==> src/rtl/spsm_pkg.sv <==
`timescale 1ns / 1ps
`default_nettype none
package spsm_pkg;

    localparam int IDX_W       = 12;
    localparam int DATA_W      = 32;
    localparam int DIM_W       = 5;
    localparam int ZPOS_W      = 12;
    localparam int STRIDE_W    = 2 * DIM_W;
    localparam int TAPS        = 7;
    localparam int TAP_W       = 3;
    localparam int ACC_W       = 52;
    localparam int PROD_W      = 2 * DATA_W;
    localparam int QDEPTH      = 2;
    localparam int MAX_DIM_DEF = 16;

    localparam logic [TAP_W-1:0] LAST_TAP   = 3'd6;
    localparam logic [TAP_W-1:0] CENTRE_TAP = 3'd3;

    // command codes
    localparam logic CMD_LOAD    = 1'b0;
    localparam logic CMD_COMPUTE = 1'b1;

    // register indexes (word address)
    localparam logic [2:0] REG_NX   = 3'd0;
    localparam logic [2:0] REG_NY   = 3'd1;
    localparam logic [2:0] REG_NZ   = 3'd2;
    localparam logic [2:0] REG_DX   = 3'd3;
    localparam logic [2:0] REG_DY   = 3'd4;
    localparam logic [2:0] REG_DZ   = 3'd5;
    localparam logic [2:0] REG_MASK = 3'd6;

    // tap axes
    localparam logic [1:0] AXIS_X = 2'd0;
    localparam logic [1:0] AXIS_Y = 2'd1;
    localparam logic [1:0] AXIS_Z = 2'd2;
    localparam logic [1:0] AXIS_C = 2'd3;

    typedef enum logic [1:0] {
        F_IDLE,
        F_DIV1,
        F_DIV2,
        F_PUSH
    } front_state_t;

    typedef enum logic [2:0] {
        B_IDLE,
        B_TAP,
        B_MUL1,
        B_MUL2,
        B_ACC,
        B_EMIT
    } back_state_t;

    typedef struct packed {
        logic                     cmd;
        logic [IDX_W-1:0]         idx;
        logic signed [DATA_W-1:0] coef;
        logic signed [DATA_W-1:0] diag;
        logic signed [DATA_W-1:0] vec;
        logic [DIM_W-1:0]         px;
        logic [DIM_W-1:0]         py;
        logic [ZPOS_W-1:0]        pz;
    } qentry_t;

    typedef struct packed {
        logic [DIM_W-1:0] nx;
        logic [DIM_W-1:0] ny;
        logic [DIM_W-1:0] nz;
    } dims_t;

    function automatic logic [1:0] tap_axis(input logic [TAP_W-1:0] t);
        logic [1:0] a;
        unique case (t)
            3'd0, 3'd6: a = AXIS_Z;
            3'd1, 3'd5: a = AXIS_Y;
            3'd2, 3'd4: a = AXIS_X;
            default:    a = AXIS_C;
        endcase
        return a;
    endfunction

endpackage
`default_nettype wire

==> src/rtl/spsm_queue.sv <==
`timescale 1ns / 1ps
`default_nettype none
module spsm_queue (
    input  wire logic              clk,
    input  wire logic              rst_n,
    input  wire logic              push,
    input  wire spsm_pkg::qentry_t wdata,
    input  wire logic              pop,
    output spsm_pkg::qentry_t      rdata,
    output logic                   full,
    output logic                   empty
);

    localparam int PTR_W = (spsm_pkg::QDEPTH > 1) ? $clog2(spsm_pkg::QDEPTH) : 1;
    localparam int CNT_W = $clog2(spsm_pkg::QDEPTH + 1);
    localparam logic [PTR_W-1:0] PTR_LAST = PTR_W'(spsm_pkg::QDEPTH - 1);
    localparam logic [CNT_W-1:0] CNT_FULL = CNT_W'(spsm_pkg::QDEPTH);

    spsm_pkg::qentry_t slot_reg [spsm_pkg::QDEPTH];
    logic [PTR_W-1:0] wr_ptr_reg, wr_ptr_next;
    logic [PTR_W-1:0] rd_ptr_reg, rd_ptr_next;
    logic [CNT_W-1:0] count_reg, count_next;

    always_comb
    begin
        wr_ptr_next = wr_ptr_reg;
        rd_ptr_next = rd_ptr_reg;
        count_next  = count_reg;
        if (push)
            wr_ptr_next = (wr_ptr_reg == PTR_LAST) ? '0 : wr_ptr_reg + PTR_W'(1);
        if (pop)
            rd_ptr_next = (rd_ptr_reg == PTR_LAST) ? '0 : rd_ptr_reg + PTR_W'(1);
        if (push && !pop)
            count_next = count_reg + CNT_W'(1);
        else if (pop && !push)
            count_next = count_reg - CNT_W'(1);
    end

    assign full  = (count_reg == CNT_FULL);
    assign empty = (count_reg == '0);
    assign rdata = slot_reg[rd_ptr_reg];

    always_ff @(posedge clk or negedge rst_n)
    begin
        if (!rst_n)
        begin
            wr_ptr_reg <= '0;
            rd_ptr_reg <= '0;
            count_reg  <= '0;
        end
        else
        begin
            wr_ptr_reg <= wr_ptr_next;
            rd_ptr_reg <= rd_ptr_next;
            count_reg  <= count_next;
        end
    end

    always_ff @(posedge clk)
    begin
        if (push)
            slot_reg[wr_ptr_reg] <= wdata;
    end

endmodule
`default_nettype wire

==> config.mk <==
export PLATFORM = sky130hd
export DESIGN_NAME = spsm_queue
export DESIGN_NICKNAME = d
export VERILOG_FILES = /design/src/rtl/spsm_pkg.sv /design/src/rtl/spsm_queue.sv
export SDC_FILE = /design/constraint.sdc
export NUM_CORES = 1
export LEC_CHECK = 0
export BUFFER_PORTS_ARGS = -buffer_cell sky130_fd_sc_hd__buf_2
export CORE_ASPECT_RATIO = 0.8
export CORE_MARGIN = 2
export CORE_UTILIZATION = 54
export CTS_BUF_LIST = sky130_fd_sc_hd__clkbuf_8
export DETAILED_ROUTE_END_ITERATION = 12
export MAX_ROUTING_LAYER = met4
export PLACE_DENSITY = 0.81
export SLEW_MARGIN = 20
export SYNTH_ARGS = -nofsm -noshare
export SYNTH_HDL_FRONTEND = slang
export SYNTH_SLANG_ARGS = --single-unit
==> constraint.sdc <==
create_clock -name clk -period 8 [get_ports clk]
set_input_delay 1.6 -clock clk [delete_from_list [all_inputs] [get_ports clk]]
set_output_delay 1.6 -clock clk [all_outputs]
set_load 0.02 [all_outputs]
# Yosys cells after proc, flatten, opt, wreduce, memory -nomap -nowiden
# Memory sizes are Yosys's and may differ from the RTL's.
# Index checks and enable logic that the tools add are counted.
# Widths: inputs -> output; s select.
dict set report totals {
  inputBits 135
  mem_bits_ro 0
  reg_bits 4
  mem_bits_rw 262
  output_inout_bits 133
  elab_cells 21
  latchBits 0
  n_memories 1
}
dict set report op_classes {
  n_bitwise 0
  n_mux 6
  order_cmp 0
  n_mul 0
  n_addsub 4
  n_shift 0
  n_reduce_logical 6
  n_div 0
  n_eq_ne 1
}
# memory depth width rd rd_clocked_by_memory_dff wr line
set mem_list {}
lappend mem_list {slot_reg 2 131 1 0 1 spsm_queue.sv:19} ;# spsm_pkg::qentry_t slot_reg [spsm_pkg::QDEPTH];
# cell n
set op_table {}
lappend op_table {{$mux 1} 4}
lappend op_table {{$mux 2} 2}
lappend op_table {{$add 1x1->1 const B} 2}
lappend op_table {{$add 2x1->2 const B} 1}
lappend op_table {{$eq 2x2->1 const B} 1}
lappend op_table {{$logic_and 1x1->1} 2}
lappend op_table {{$logic_not 1->1} 2}
lappend op_table {{$logic_not 2->1} 1}
lappend op_table {{$reduce_bool 2->1} 1}
lappend op_table {{$sub 2x1->2 const B} 1}

# Logic depth before layout (Yosys ltp)
dict set report depth {
  word_depth 4
  ltp_mapped 5
  depth_no_buf 5
}

# Least setup slack after synthesis
# No wires, ideal clock.
dict set report synth_path {
  path_type {input -> register}
  start {input port push}
  end {memory slot_reg[0][0] (netlist name) (enable)}
  required_time_ns 7.362
  path_buffers 0
  setup_ns 0.638
  arrival_time_ns 7.276
  setup_slack_ns 0.085
  stages 1
  cell_sequence {nor2b_1}
}
dict set report synth_via {
  elab_chain_len 2
}
# item line
set synth_lines {}
lappend synth_lines {{start: declaration} spsm_queue.sv:6} ;# input wire logic push,
lappend synth_lines {{$mux 1} spsm_queue.sv:61} ;# if (push)
lappend synth_lines {{$mux 1 (implied by the code)} spsm_queue.sv:62} ;# slot_reg[wr_ptr_reg] <= wdata;
lappend synth_lines {{end: declaration} spsm_queue.sv:19}
# Every way passes these cells.

==> qor.csv <==
stage,metric,value,unit
synth,syn_nets,560,
routing,firstDrtPassIters,4,
power_and_ir_drop,p_leak,4.88,nW
worst_setup_path,start_kind,flop,
grt,use_met1,0.234,
power_and_ir_drop,ir_drop,0.239,mV
routing,wl,18900,um
timing,setup_violations,0,
timing,clock_skew,11.1,ps
grt,grt_max_degree,71,
cells_and_area,final_nets,860,
die,coreArea,0.0181,mm^2
worst_setup_path,crit_fanout,64,
clock_tree,root_buffer,clkbuf_8,
synth,synth_cell_types,14,
synth,synth-seq-area-share,0.799,
clock_tree,clock_sinks,266,
clock_tree,cts_setup_buffers,0,
clock_tree,cts_hold_buf,0,
grt,grt_pass1_vias,5393,
grt,grt.overflow.total,0,
worst_setup_path,arrival,2690,ps
die,rows,44,
die,io_pins,268,
routing,ant_nets,0,
grt,grt.met3_usage,0.0600,
worst_setup_path,crit_type,reg2out,
timing,hold_viol,0,
flow_run,cap_violations,0,
die,initial_core_util,0.550,
place,dp_hpwl,12300,um
synth,synth-seq-cells,266,
cells_and_area,stdcell_count,982,
synth,netlist_instances,424,
worst_setup_path,end_kind,output port,
routing,drcViolationCount,0,
clock_tree,cts_tree,done,
clock_tree,cts_buffers,41,
grt,met2_usage,0.320,
power_and_ir_drop,p_per_area,364,mW/mm^2
routing,viasPerCell,5.10,
routing,wl_per_cell,19.2,um
die,die_w,156,um
synth,yosysWarnings,0,
timing,fin_crit,4290,ps
timing,relSlewSlack,0.330,
timing,fin_crit_sh,0.536,
cells_and_area,largest_reg_flops,262,
grt,grt_pass1_wl,27900,um
power_and_ir_drop,total_power,4.44,mW
timing,slew_viol_final,0,
timing,timing.fmax,0.233,GHz
hold_path,hold_path_class,reg2reg,
synth,syn_area,0.00997,mm^2
place,gp_congestion,0.754,
timing,finalSetupTns,0,ps
place,dp.cells,911,
routing,first_iter_violations,235,
clock_tree,clk_latency,510,ps
die,die_area,0.0196,mm^2
die,die_h,126,um
synth,avgSynthCellArea,23.5,um^2
clock_tree,path_clk_slew,60,ps
clock_tree,cts-htree-levels,2,
worst_setup_path,cp.required,6400,ps
cells_and_area,num-fill-cells,1163,
place,placed_area,0.0115,mm^2
cells_and_area,area_delta_synth_final,22.4,%
timing,tightest_slew,1010,ps
grt,antenna_found_initial,3,
clock_tree,cts_buffer_depth,3,
place,io_buffers,267,
routing,via_count,5008,
status,status,"finished, final reports clean",
grt,grt.busiest_layer,met2,
clock_tree,ctsResizeCount,0,
grt,grt_usage,0.194,
cells_and_area,layout-drive-gt1-share,0.603,
timing,rsz0062_at_grt,no,
cells_and_area,final_area,0.0122,mm^2
logic make-up (layout without fill, tap and decap cells):
logic type / Yosys count / in the layout / synth area share
mux: 131 / 131 / 0.178
simple gates: 5 / 5 / 0.00264
flops: 266 / 266 / 0.799
xor+xnor: 5 / 5 / 0.00439
buf+inv: 16 / 341 / 0.0146
fa+ha+maj: 1 / 1 / 0.00125
other cells: 0 / 3 / 0
layout make-up:
class,count,area (um^2),area share
Antenna cell,3,7.51,0.000615
Clock buffer,43,592,0.0485
Clock inverter,25,100,0.00820
Inverter,1,3.75,0.000308
Multi-Input combinational cell,142,1870,0.153
Sequential cell,266,7970,0.653
Tap cell,230,288,0.0236
Timing Repair Buffer,272,1370,0.113
layer usage:
layer,wire length (um),vias up
met5,0,-
met4,216,0
met3,1670,22
met2,9350,219
met1,7640,2474
li1,-,2293
critical path, stage by stage (launching register included):
cell	delay, ps
dfrtp_4	680
buf_4	810
mux2_2	430
buf_2	160
final timing paths:
path                                     startpoint                   endpoint  slack, ps  cells after the start
max                          rd_ptr_reg$_DFFE_PN0P_                 rdata[128]       3710                      3
min                        count_reg[1]$_DFFE_PN0P_   count_reg[1]$_DFFE_PN0P_        520                      1
max reg2reg                  wr_ptr_reg$_DFFE_PN0P_  slot_reg[1][93]$_DFFE_PP_       5460                      2
min reg2reg                count_reg[1]$_DFFE_PN0P_   count_reg[1]$_DFFE_PN0P_        520                      1
max in group asynchronous                     rst_n     rd_ptr_reg$_DFFE_PN0P_       6990                      1
min in group asynchronous                     rst_n     rd_ptr_reg$_DFFE_PN0P_        880                      1
cell usage after synthesis (all sizes together):
master	count	area, um^2
mux2	131	1780
edfxtp	262	7870
dfrtp	4	100
and2	1	6.26
nor2b	2	12.5
nor2	2	7.51
ha	1	12.5
xnor2	1	8.76
inv	1	3.75
xor2	4	35.0
buf	15	141
placed cells by master (no fill, tap or decap), types with 3 or more instances in the layout:
cell type,Yosys,final
diode_2,0,3
dfrtp_1,4,3
buf_4,0,5
clkbuf_8,0,43
edfxtp_1,262,262
mux2_2,51,51
xor2_1,4,4
inv_1,1,12
clkinv_1,0,11
mux2_4,80,80
buf_2,5,267
through the flow:
step | worst slack [ps] | util | hold WS [ps]
final | 3710 | 0.674 | 518
after global routing | 3580 | 0.674 | 521
after CTS | 3670 | 0.673 | 519
after detailed placement | 4180 | 0.635 | 511
after global placement | 4260 | 0.635 | 477
after floorplan | 85.2 | - | 455
power by group:
group          switching [mW]  internal [mW]
Combinational           0.872          0.644
Sequential             0.0988           1.86
Clock                   0.476          0.492
Total                    1.45           2.99
No activity file was read; power rests on OpenSTA's default activity.
