`src/rtl/spsm_pkg.sv`:
```
`timescale 1ns / 1ps
`default_nettype none
package spsm_pkg;

    localparam int IDX_W       = 12;
    localparam int DATA_W      = 32;
    localparam int DIM_W       = 5;
    localparam int ZPOS_W      = 12;
    localparam int STRIDE_W    = 2 * DIM_W;
    localparam int TAPS        = 7;
    localparam int TAP_W       = 3;
    localparam int ACC_W       = 52;
    localparam int PROD_W      = 2 * DATA_W;
    localparam int QDEPTH      = 2;
    localparam int MAX_DIM_DEF = 16;

    localparam logic [TAP_W-1:0] LAST_TAP   = 3'd6;
    localparam logic [TAP_W-1:0] CENTRE_TAP = 3'd3;

    // command codes
    localparam logic CMD_LOAD    = 1'b0;
    localparam logic CMD_COMPUTE = 1'b1;

    // register indexes (word address)
    localparam logic [2:0] REG_NX   = 3'd0;
    localparam logic [2:0] REG_NY   = 3'd1;
    localparam logic [2:0] REG_NZ   = 3'd2;
    localparam logic [2:0] REG_DX   = 3'd3;
    localparam logic [2:0] REG_DY   = 3'd4;
    localparam logic [2:0] REG_DZ   = 3'd5;
    localparam logic [2:0] REG_MASK = 3'd6;

    // tap axes
    localparam logic [1:0] AXIS_X = 2'd0;
    localparam logic [1:0] AXIS_Y = 2'd1;
    localparam logic [1:0] AXIS_Z = 2'd2;
    localparam logic [1:0] AXIS_C = 2'd3;

    typedef enum logic [1:0] {
        F_IDLE,
        F_DIV1,
        F_DIV2,
        F_PUSH
    } front_state_t;

    typedef enum logic [2:0] {
        B_IDLE,
        B_TAP,
        B_MUL1,
        B_MUL2,
        B_ACC,
        B_EMIT
    } back_state_t;

    typedef struct packed {
        logic                     cmd;
        logic [IDX_W-1:0]         idx;
        logic signed [DATA_W-1:0] coef;
        logic signed [DATA_W-1:0] diag;
        logic signed [DATA_W-1:0] vec;
        logic [DIM_W-1:0]         px;
        logic [DIM_W-1:0]         py;
        logic [ZPOS_W-1:0]        pz;
    } qentry_t;

    typedef struct packed {
        logic [DIM_W-1:0] nx;
        logic [DIM_W-1:0] ny;
        logic [DIM_W-1:0] nz;
    } dims_t;

    function automatic logic [1:0] tap_axis(input logic [TAP_W-1:0] t);
        logic [1:0] a;
        unique case (t)
            3'd0, 3'd6: a = AXIS_Z;
            3'd1, 3'd5: a = AXIS_Y;
            3'd2, 3'd4: a = AXIS_X;
            default:    a = AXIS_C;
        endcase
        return a;
    endfunction

endpackage
`default_nettype wire

```
`src/rtl/spsm_front.sv`:
```
`timescale 1ns / 1ps
`default_nettype none
module spsm_front (
    input  wire logic                                  clk,
    input  wire logic                                  rst_n,
    input  wire logic                                  start,
    output logic                                       busy,
    input  wire logic                                  cmd,
    input  wire logic [spsm_pkg::IDX_W-1:0]            cell_index,
    input  wire logic signed [spsm_pkg::DATA_W-1:0]    cell_coef,
    input  wire logic signed [spsm_pkg::DATA_W-1:0]    cell_diag,
    input  wire logic signed [spsm_pkg::DATA_W-1:0]    vector_elem,
    input  wire spsm_pkg::dims_t                       dims,
    input  wire logic                                  q_full,
    output logic                                       q_push,
    output spsm_pkg::qentry_t                          q_wdata
);

    localparam int CNT_W = $clog2(spsm_pkg::IDX_W);
    localparam logic [CNT_W-1:0] CNT_LAST = CNT_W'(spsm_pkg::IDX_W - 1);

    spsm_pkg::front_state_t state_reg, state_next;
    logic [CNT_W-1:0]              cnt_reg, cnt_next;
    logic [spsm_pkg::IDX_W-1:0]    num_reg, num_next;
    logic [spsm_pkg::DIM_W-1:0]    rem_reg, rem_next;
    spsm_pkg::qentry_t             ent_reg, ent_next;

    logic                          accept;
    logic [spsm_pkg::DIM_W:0]      trial;
    logic [spsm_pkg::DIM_W:0]      divisor;
    logic                          ge;
    logic [spsm_pkg::DIM_W:0]      diff;

    assign accept = start && (state_reg == spsm_pkg::F_IDLE);

    // one restoring-division step per cycle, shared by both divides
    assign divisor = (state_reg == spsm_pkg::F_DIV2) ? {1'b0, dims.ny} : {1'b0, dims.nx};
    assign trial   = {rem_reg, num_reg[spsm_pkg::IDX_W-1]};
    assign ge      = (trial >= divisor);
    assign diff    = trial - divisor;

    always_comb
    begin
        state_next = state_reg;
        unique case (state_reg)
            spsm_pkg::F_IDLE:
            begin
                if (accept)
                begin
                    state_next = (cmd == spsm_pkg::CMD_LOAD) ? spsm_pkg::F_PUSH
                                                             : spsm_pkg::F_DIV1;
                end
            end
            spsm_pkg::F_DIV1:
            begin
                if (cnt_reg == CNT_LAST)
                    state_next = spsm_pkg::F_DIV2;
            end
            spsm_pkg::F_DIV2:
            begin
                if (cnt_reg == CNT_LAST)
                    state_next = spsm_pkg::F_PUSH;
            end
            spsm_pkg::F_PUSH:
            begin
                if (!q_full)
                    state_next = spsm_pkg::F_IDLE;
            end
            default: state_next = spsm_pkg::F_IDLE;
        endcase
    end

    always_comb
    begin
        cnt_next = cnt_reg;
        num_next = num_reg;
        rem_next = rem_reg;
        ent_next = ent_reg;
        unique case (state_reg)
            spsm_pkg::F_IDLE:
            begin
                if (accept)
                begin
                    ent_next.cmd  = cmd;
                    ent_next.idx  = cell_index;
                    ent_next.coef = cell_coef;
                    ent_next.diag = cell_diag;
                    ent_next.vec  = vector_elem;
                    ent_next.px   = '0;
                    ent_next.py   = '0;
                    ent_next.pz   = '0;
                    num_next      = cell_index;
                    rem_next      = '0;
                    cnt_next      = '0;
                end
            end
            spsm_pkg::F_DIV1, spsm_pkg::F_DIV2:
            begin
                num_next = {num_reg[spsm_pkg::IDX_W-2:0], ge};
                rem_next = ge ? diff[spsm_pkg::DIM_W-1:0] : trial[spsm_pkg::DIM_W-1:0];
                cnt_next = cnt_reg + CNT_W'(1);
                if (cnt_reg == CNT_LAST)
                begin
                    cnt_next = '0;
                    rem_next = '0;
                    if (state_reg == spsm_pkg::F_DIV1)
                    begin
                        ent_next.px = ge ? diff[spsm_pkg::DIM_W-1:0]
                                         : trial[spsm_pkg::DIM_W-1:0];
                    end
                    else
                    begin
                        ent_next.py = ge ? diff[spsm_pkg::DIM_W-1:0]
                                         : trial[spsm_pkg::DIM_W-1:0];
                        ent_next.pz = {num_reg[spsm_pkg::IDX_W-2:0], ge};
                    end
                end
            end
            default:
            begin
                cnt_next = cnt_reg;
            end
        endcase
    end

    always_comb
    begin
        busy    = (state_reg != spsm_pkg::F_IDLE);
        q_push  = (state_reg == spsm_pkg::F_PUSH) && !q_full;
        q_wdata = ent_reg;
    end

    always_ff @(posedge clk or negedge rst_n)
    begin
        if (!rst_n)
        begin
            state_reg <= spsm_pkg::F_IDLE;
            cnt_reg   <= '0;
        end
        else
        begin
            state_reg <= state_next;
            cnt_reg   <= cnt_next;
        end
    end

    always_ff @(posedge clk)
    begin
        num_reg <= num_next;
        rem_reg <= rem_next;
        ent_reg <= ent_next;
    end

endmodule
`default_nettype wire

```
`config.mk`:
```
export PLATFORM = sky130hd
export DESIGN_NAME = spsm_front
export DESIGN_NICKNAME = d
export VERILOG_FILES = /design/src/rtl/spsm_pkg.sv /design/src/rtl/spsm_front.sv
export SDC_FILE = /design/constraint.sdc
export NUM_CORES = 1
export LEC_CHECK = 0
export BUFFER_PORTS_ARGS = -buffer_cell sky130_fd_sc_hd__buf_2
export CAP_MARGIN = 20
export CELL_PAD_IN_SITES_DETAIL_PLACEMENT = 0
export CELL_PAD_IN_SITES_GLOBAL_PLACEMENT = 1
export CORE_MARGIN = 2
export CORE_UTILIZATION = 40
export CTS_CLUSTER_DIAMETER = 120
export CTS_CLUSTER_SIZE = 14
export DETAILED_ROUTE_END_ITERATION = 8
export PLACE_DENSITY = 0.86
export SLEW_MARGIN = 20
export SYNTH_ARGS = -nofsm -noshare
export SYNTH_HDL_FRONTEND = slang
export SYNTH_SLANG_ARGS = --single-unit
```
`constraint.sdc`:
```
create_clock -name clk -period 11.7 [get_ports clk]
set_input_delay 2.34 -clock clk [delete_from_list [all_inputs] [get_ports clk]]
set_output_delay 2.34 -clock clk [all_outputs]
set_load 0.02 [all_outputs]
```
# Word-level counts from Yosys, hierarchy flattened

Cells that the tools add are included.

Register bits: 154
Input bits: 128
Output and inout port bits: 133
Logic and storage cells: 59

$add $sub $neg: 2
$lt $le $gt $ge: 1
Equal/unequal tests: 11
Multiplexer cells: 21
Reductions and logical operators: 12

Operators with widths:

| operator            | count |
|---|---|
| $mux 22             | 2 |
| $pmux 22 s2         | 1 |
| $mux 5              | 5 |
| $pmux 12 s2         | 1 |
| $mux 17             | 1 |
| $mux 12             | 1 |
| $ne 2x2->1 const B  | 6 |
| $reduce_and 4->1    | 3 |
| $mux 2              | 5 |
| $pmux 5 s2          | 1 |
| $mux 4              | 2 |
| $pmux 2 s4          | 1 |
| $pmux 4 s2          | 1 |
| $ge 6x5->1          | 1 |
| $sub 5x5->5         | 1 |
| $add 4x1->4 const B | 1 |
| $eq 2x2->1 const B  | 2 |
| $eq 4x4->1 const B  | 1 |
| $reduce_and 2->1    | 2 |
| $reduce_bool 2->1   | 2 |
| $eq 2x1->1 const B  | 1 |
| $logic_and 1x1->1   | 2 |
| $logic_not 2->1     | 1 |
| $ne 2x1->1 const B  | 1 |
| other kinds (2)     | 2 |

# Logic depth before layout (Yosys ltp)

Depth in word-level cells: 7
Gate-level depth with buffers: 11
Mapped depth without buffers: 9

# Worst setup path after synthesis

No wires, ideal clock.

Path kind: input to register
Start: input port start
End: register ent_reg (netlist bit q_wdata[0]), enable pin
Library setup time: 0.413 ns
Arrival: 6.800 ns
Data required time: 11.287 ns
Path slack: 4.487 ns
Cell stages on the path: 3
Path buffers: 0
Path through: and2_1 nor2_1 nor3_1

Cells in the longest elaborated chain, start to end: 3

Ends and longest elaborated chain:

| item                       | line              | text |
|---|---|---|
| from (decl)                | spsm_front.sv:6   | `input wire logic start,` |
| $logic_and 1x1->1          | spsm_front.sv:34  | `assign accept = start && (state_reg == spsm_pkg::F_IDLE);` |
| $ne 2x2->1 (no line)       | -                 |  |
| $reduce_and 4->1 (no line) | -                 |  |
| to (signal assigned)       | spsm_front.sv:151 | `ent_reg <= ent_next;` |
| to (decl)                  | spsm_front.sv:26  | `spsm_pkg::qentry_t ent_reg, ent_next;` |

No other way between the ends.
A chain may end at the register's enable or synchronous reset.

# Final worst setup path

Start: input port q_full
End: output port q_push

Cells in the longest elaborated chain, start to end: 2

Ends and longest elaborated chain:

| item              | line              | text |
|---|---|---|
| from (decl)       | spsm_front.sv:14  | `input wire logic q_full,` |
| $logic_not 1->1   | spsm_front.sv:129 | `q_push = (state_reg == spsm_pkg::F_PUSH) && !q_full;` |
| $logic_and 1x1->1 | spsm_front.sv:129 |  |
| to (decl)         | spsm_front.sv:15  | `output logic q_push,` |

No other way between the ends.

==> qor.txt <==
status = finished clean
Horiz. Die Dim = 121 µm
Int Pwr = 0.00145 W
Final GP Congestion = 0.800
RSZ-0062 raised after global routing = false
syn avg cell area = 19.7 µm²
DRT Pass-1 Iters = 4
layout cells sized above 1 = 0.523
kind of critical path = in2out
Overflow after GRT = 0
Yosys warnings = 0
switch share = 0.344
sequential-to-total area share from yosys stat = 0.838
DR vias = 3547
Slew @ Worst Pin = 1.05 ns
P&R area growth vs syn = 38.3%
CTS root buf = clkbuf_16
clk_lat worst skew = 0.42 ns
met3 Usage GRT = 0.0672
Port Buf Inserts = 255
commonest non-fill, non-tap cell in the layout = buf_2
initial antenna violation count = 2
busiest layer in global routing = met2
Hold/Removal Path Class = reg2reg
Final Hold Viols = 0
skew final = 0.00923 ns
FP Rows = 42
combinational share of power = 0.339
largest net degree at the start of global routing = 87
Syn Nets = 418
Synth top area share = 0.811
Rel. slew slack = 0.299
Core Box Area = 0.0133 mm²
Yosys reg bits = 154
ranking of synthesized cells by area = edfxtp_1 81%, dfrtp_1 2.7%, ha_1 2.5%
Power Density = 291 mW/mm²
CTS buffer count = 17
min cycle time layout = 5.05 ns
most frequent cells in the layout = 255 x buf_2, 148 x edfxtp_1, 17 x clkbuf_16
final wirelength = 14200 µm
CTS Sinks = 154
first-pass GRT wire length = 20200 µm
final slew viol count = 0
mean routed wirelength per cell = 19.3 µm
proportion of power drawn by the clock network = 0.256
I/O pin count = 261
Clk pin slew, worst setup/hold paths = 0.06 ns
ANT nets after route = 0
Gate Count Post-Synth = 278
maxcap violations = 0
switching power = 0.000757 W
Lkg Pwr = 3.23 nW
GRT Overall Usage = 0.193
max reg flops = 131
Mapped Area = 0.00548 mm²
Setup crit start kind = input port
Via density = 4.81
hold_buf cts = 0
met1 usage = 0.213
Worst Path Max Fanout = 2
DIE AREA = 0.0147 mm²
CP Capture Type = output pin
met2 Use GR = 0.336
Min Hold Slack = 0.492 ns
post-DP HPWL = 10400 µm
Post-CTS Resized = 0
n_diodes = 0
Iter 0 DRT Violations = 203
clock buffer depth = 2
vias in the first global route = 3476
fin nets = 689
Critical Path AT = 2.71 ns
distinct cell type count of the synthesized netlist = 39
CTS tree = yes
IR Drop Worst-Case VDD = 0.219 mV
starting density of the core = 0.412
Chip Height = 121 µm
Critical Path RT = 9.36 ns
Max Fclk = 198 MHz
post-synth top area cell = edfxtp_1
power share of the sequential group = 0.405
# DRC = 0
Setup TNS = 0 ns
setup bufs post-CTS = 0
Tcrit/Tclk final = 0.432
Max H-tree Level = 4
Setup Viol. Count Final = 0
[layer usage]
metal | wire length, µm | vias to the layer above
met2 | 7550 | 173
met3 | 1350 | 28
met4 | 335 | 4
met5 | 30 | -
met1 | 4970 | 1722
li1 | - | 1620
[metrics by stage]
step	cells	utilization	setup slack (ns)	total power (W)	area [µm²]
finish	738	0.570	6.65	0.00220	7580
global route	738	0.570	6.63	0.00232	7580
CTS	738	0.570	6.64	0.00223	7580
detailed placement	706	0.524	6.64	0.00166	6970
global placement	706	0.524	6.64	0.00163	6970
floorplan	278	-	4.49	0.00141	5480
[final timing paths]
kind	startpoint	to	cells past startpoint	slack (ns)
max in group asynchronous	rst_n	cnt_reg[2]	1	9.80
min in group asynchronous	rst_n	state_reg[0]	1	1.74
hold / removal	cnt_reg[3]	cnt_reg[3]	1	0.49
setup / recovery	q_full	q_push	3	6.65
setup reg to reg	state_reg[0]	q_wdata[5]	6	8.40
hold reg to reg	cnt_reg[3]	cnt_reg[3]	1	0.49
[cell families (layout without fill, tap and decap cells)]
| logic type | after synthesis | in the layout | share of synthesized area |
|---|---|---|---|
| adder cells (fa/ha/maj) | 12 | 12 | 0.0288 |
| AND/OR/NAND/NOR | 46 | 46 | 0.0475 |
| XOR/XNOR | 2 | 2 | 0.00320 |
| AO/OA/AOI/OAI | 39 | 39 | 0.0541 |
| flip-flops | 154 | 154 | 0.838 |
| multiplexers | 8 | 8 | 0.0151 |
| buffers and inverters | 17 | 301 | 0.0132 |
[power groups by stage]
stage                     sequential (W)  clock [W]  combinational (W)
after CTS                       0.000894   0.000575           0.000757
after global placement          0.000894          0           0.000733
final                           0.000892   0.000565           0.000747
after global routing            0.000905   0.000597           0.000821
after floorplan                  0.00103          0           0.000377
after detailed placement        0.000903          0           0.000753
[critical path: stages]
cell and delay (ns):
buf_2 0.11, nor2b_1 0.10, buf_2 0.17
[layout make-up]
class	instances	area, µm²
clock inverter	13	175
timing repair buffer	257	1290
multi-input combinational	107	822
fill	1034	5710
sequential	154	4590
clock buffer	19	433
tap	176	220
inverter	12	45.0
[synth_stat cells, drive strengths merged]
cell type  instances
mux2i              6
nand3              3
nor4               1
xnor2              2
nor2              10
clkbuf             3
o21ai              2
a21bo              1
dfrtp              6
a221oi             1
a22o               2
or3                1
o211a              4
and4               1
inv               11
buf                2
and3b              1
nand2              3
edfxtp           148
a21boi             1
a21o              11
o31ai              4
and2              13
mux2               2
nor3               4
ha                11
nor2b              5
o21a               4
fa                 1
clkinv             1
o22ai              1
nand2b             1
nand3b             1
a211oi             2
nand4              2
a21oi              6
No activity file was read; power rests on OpenSTA's default activity.
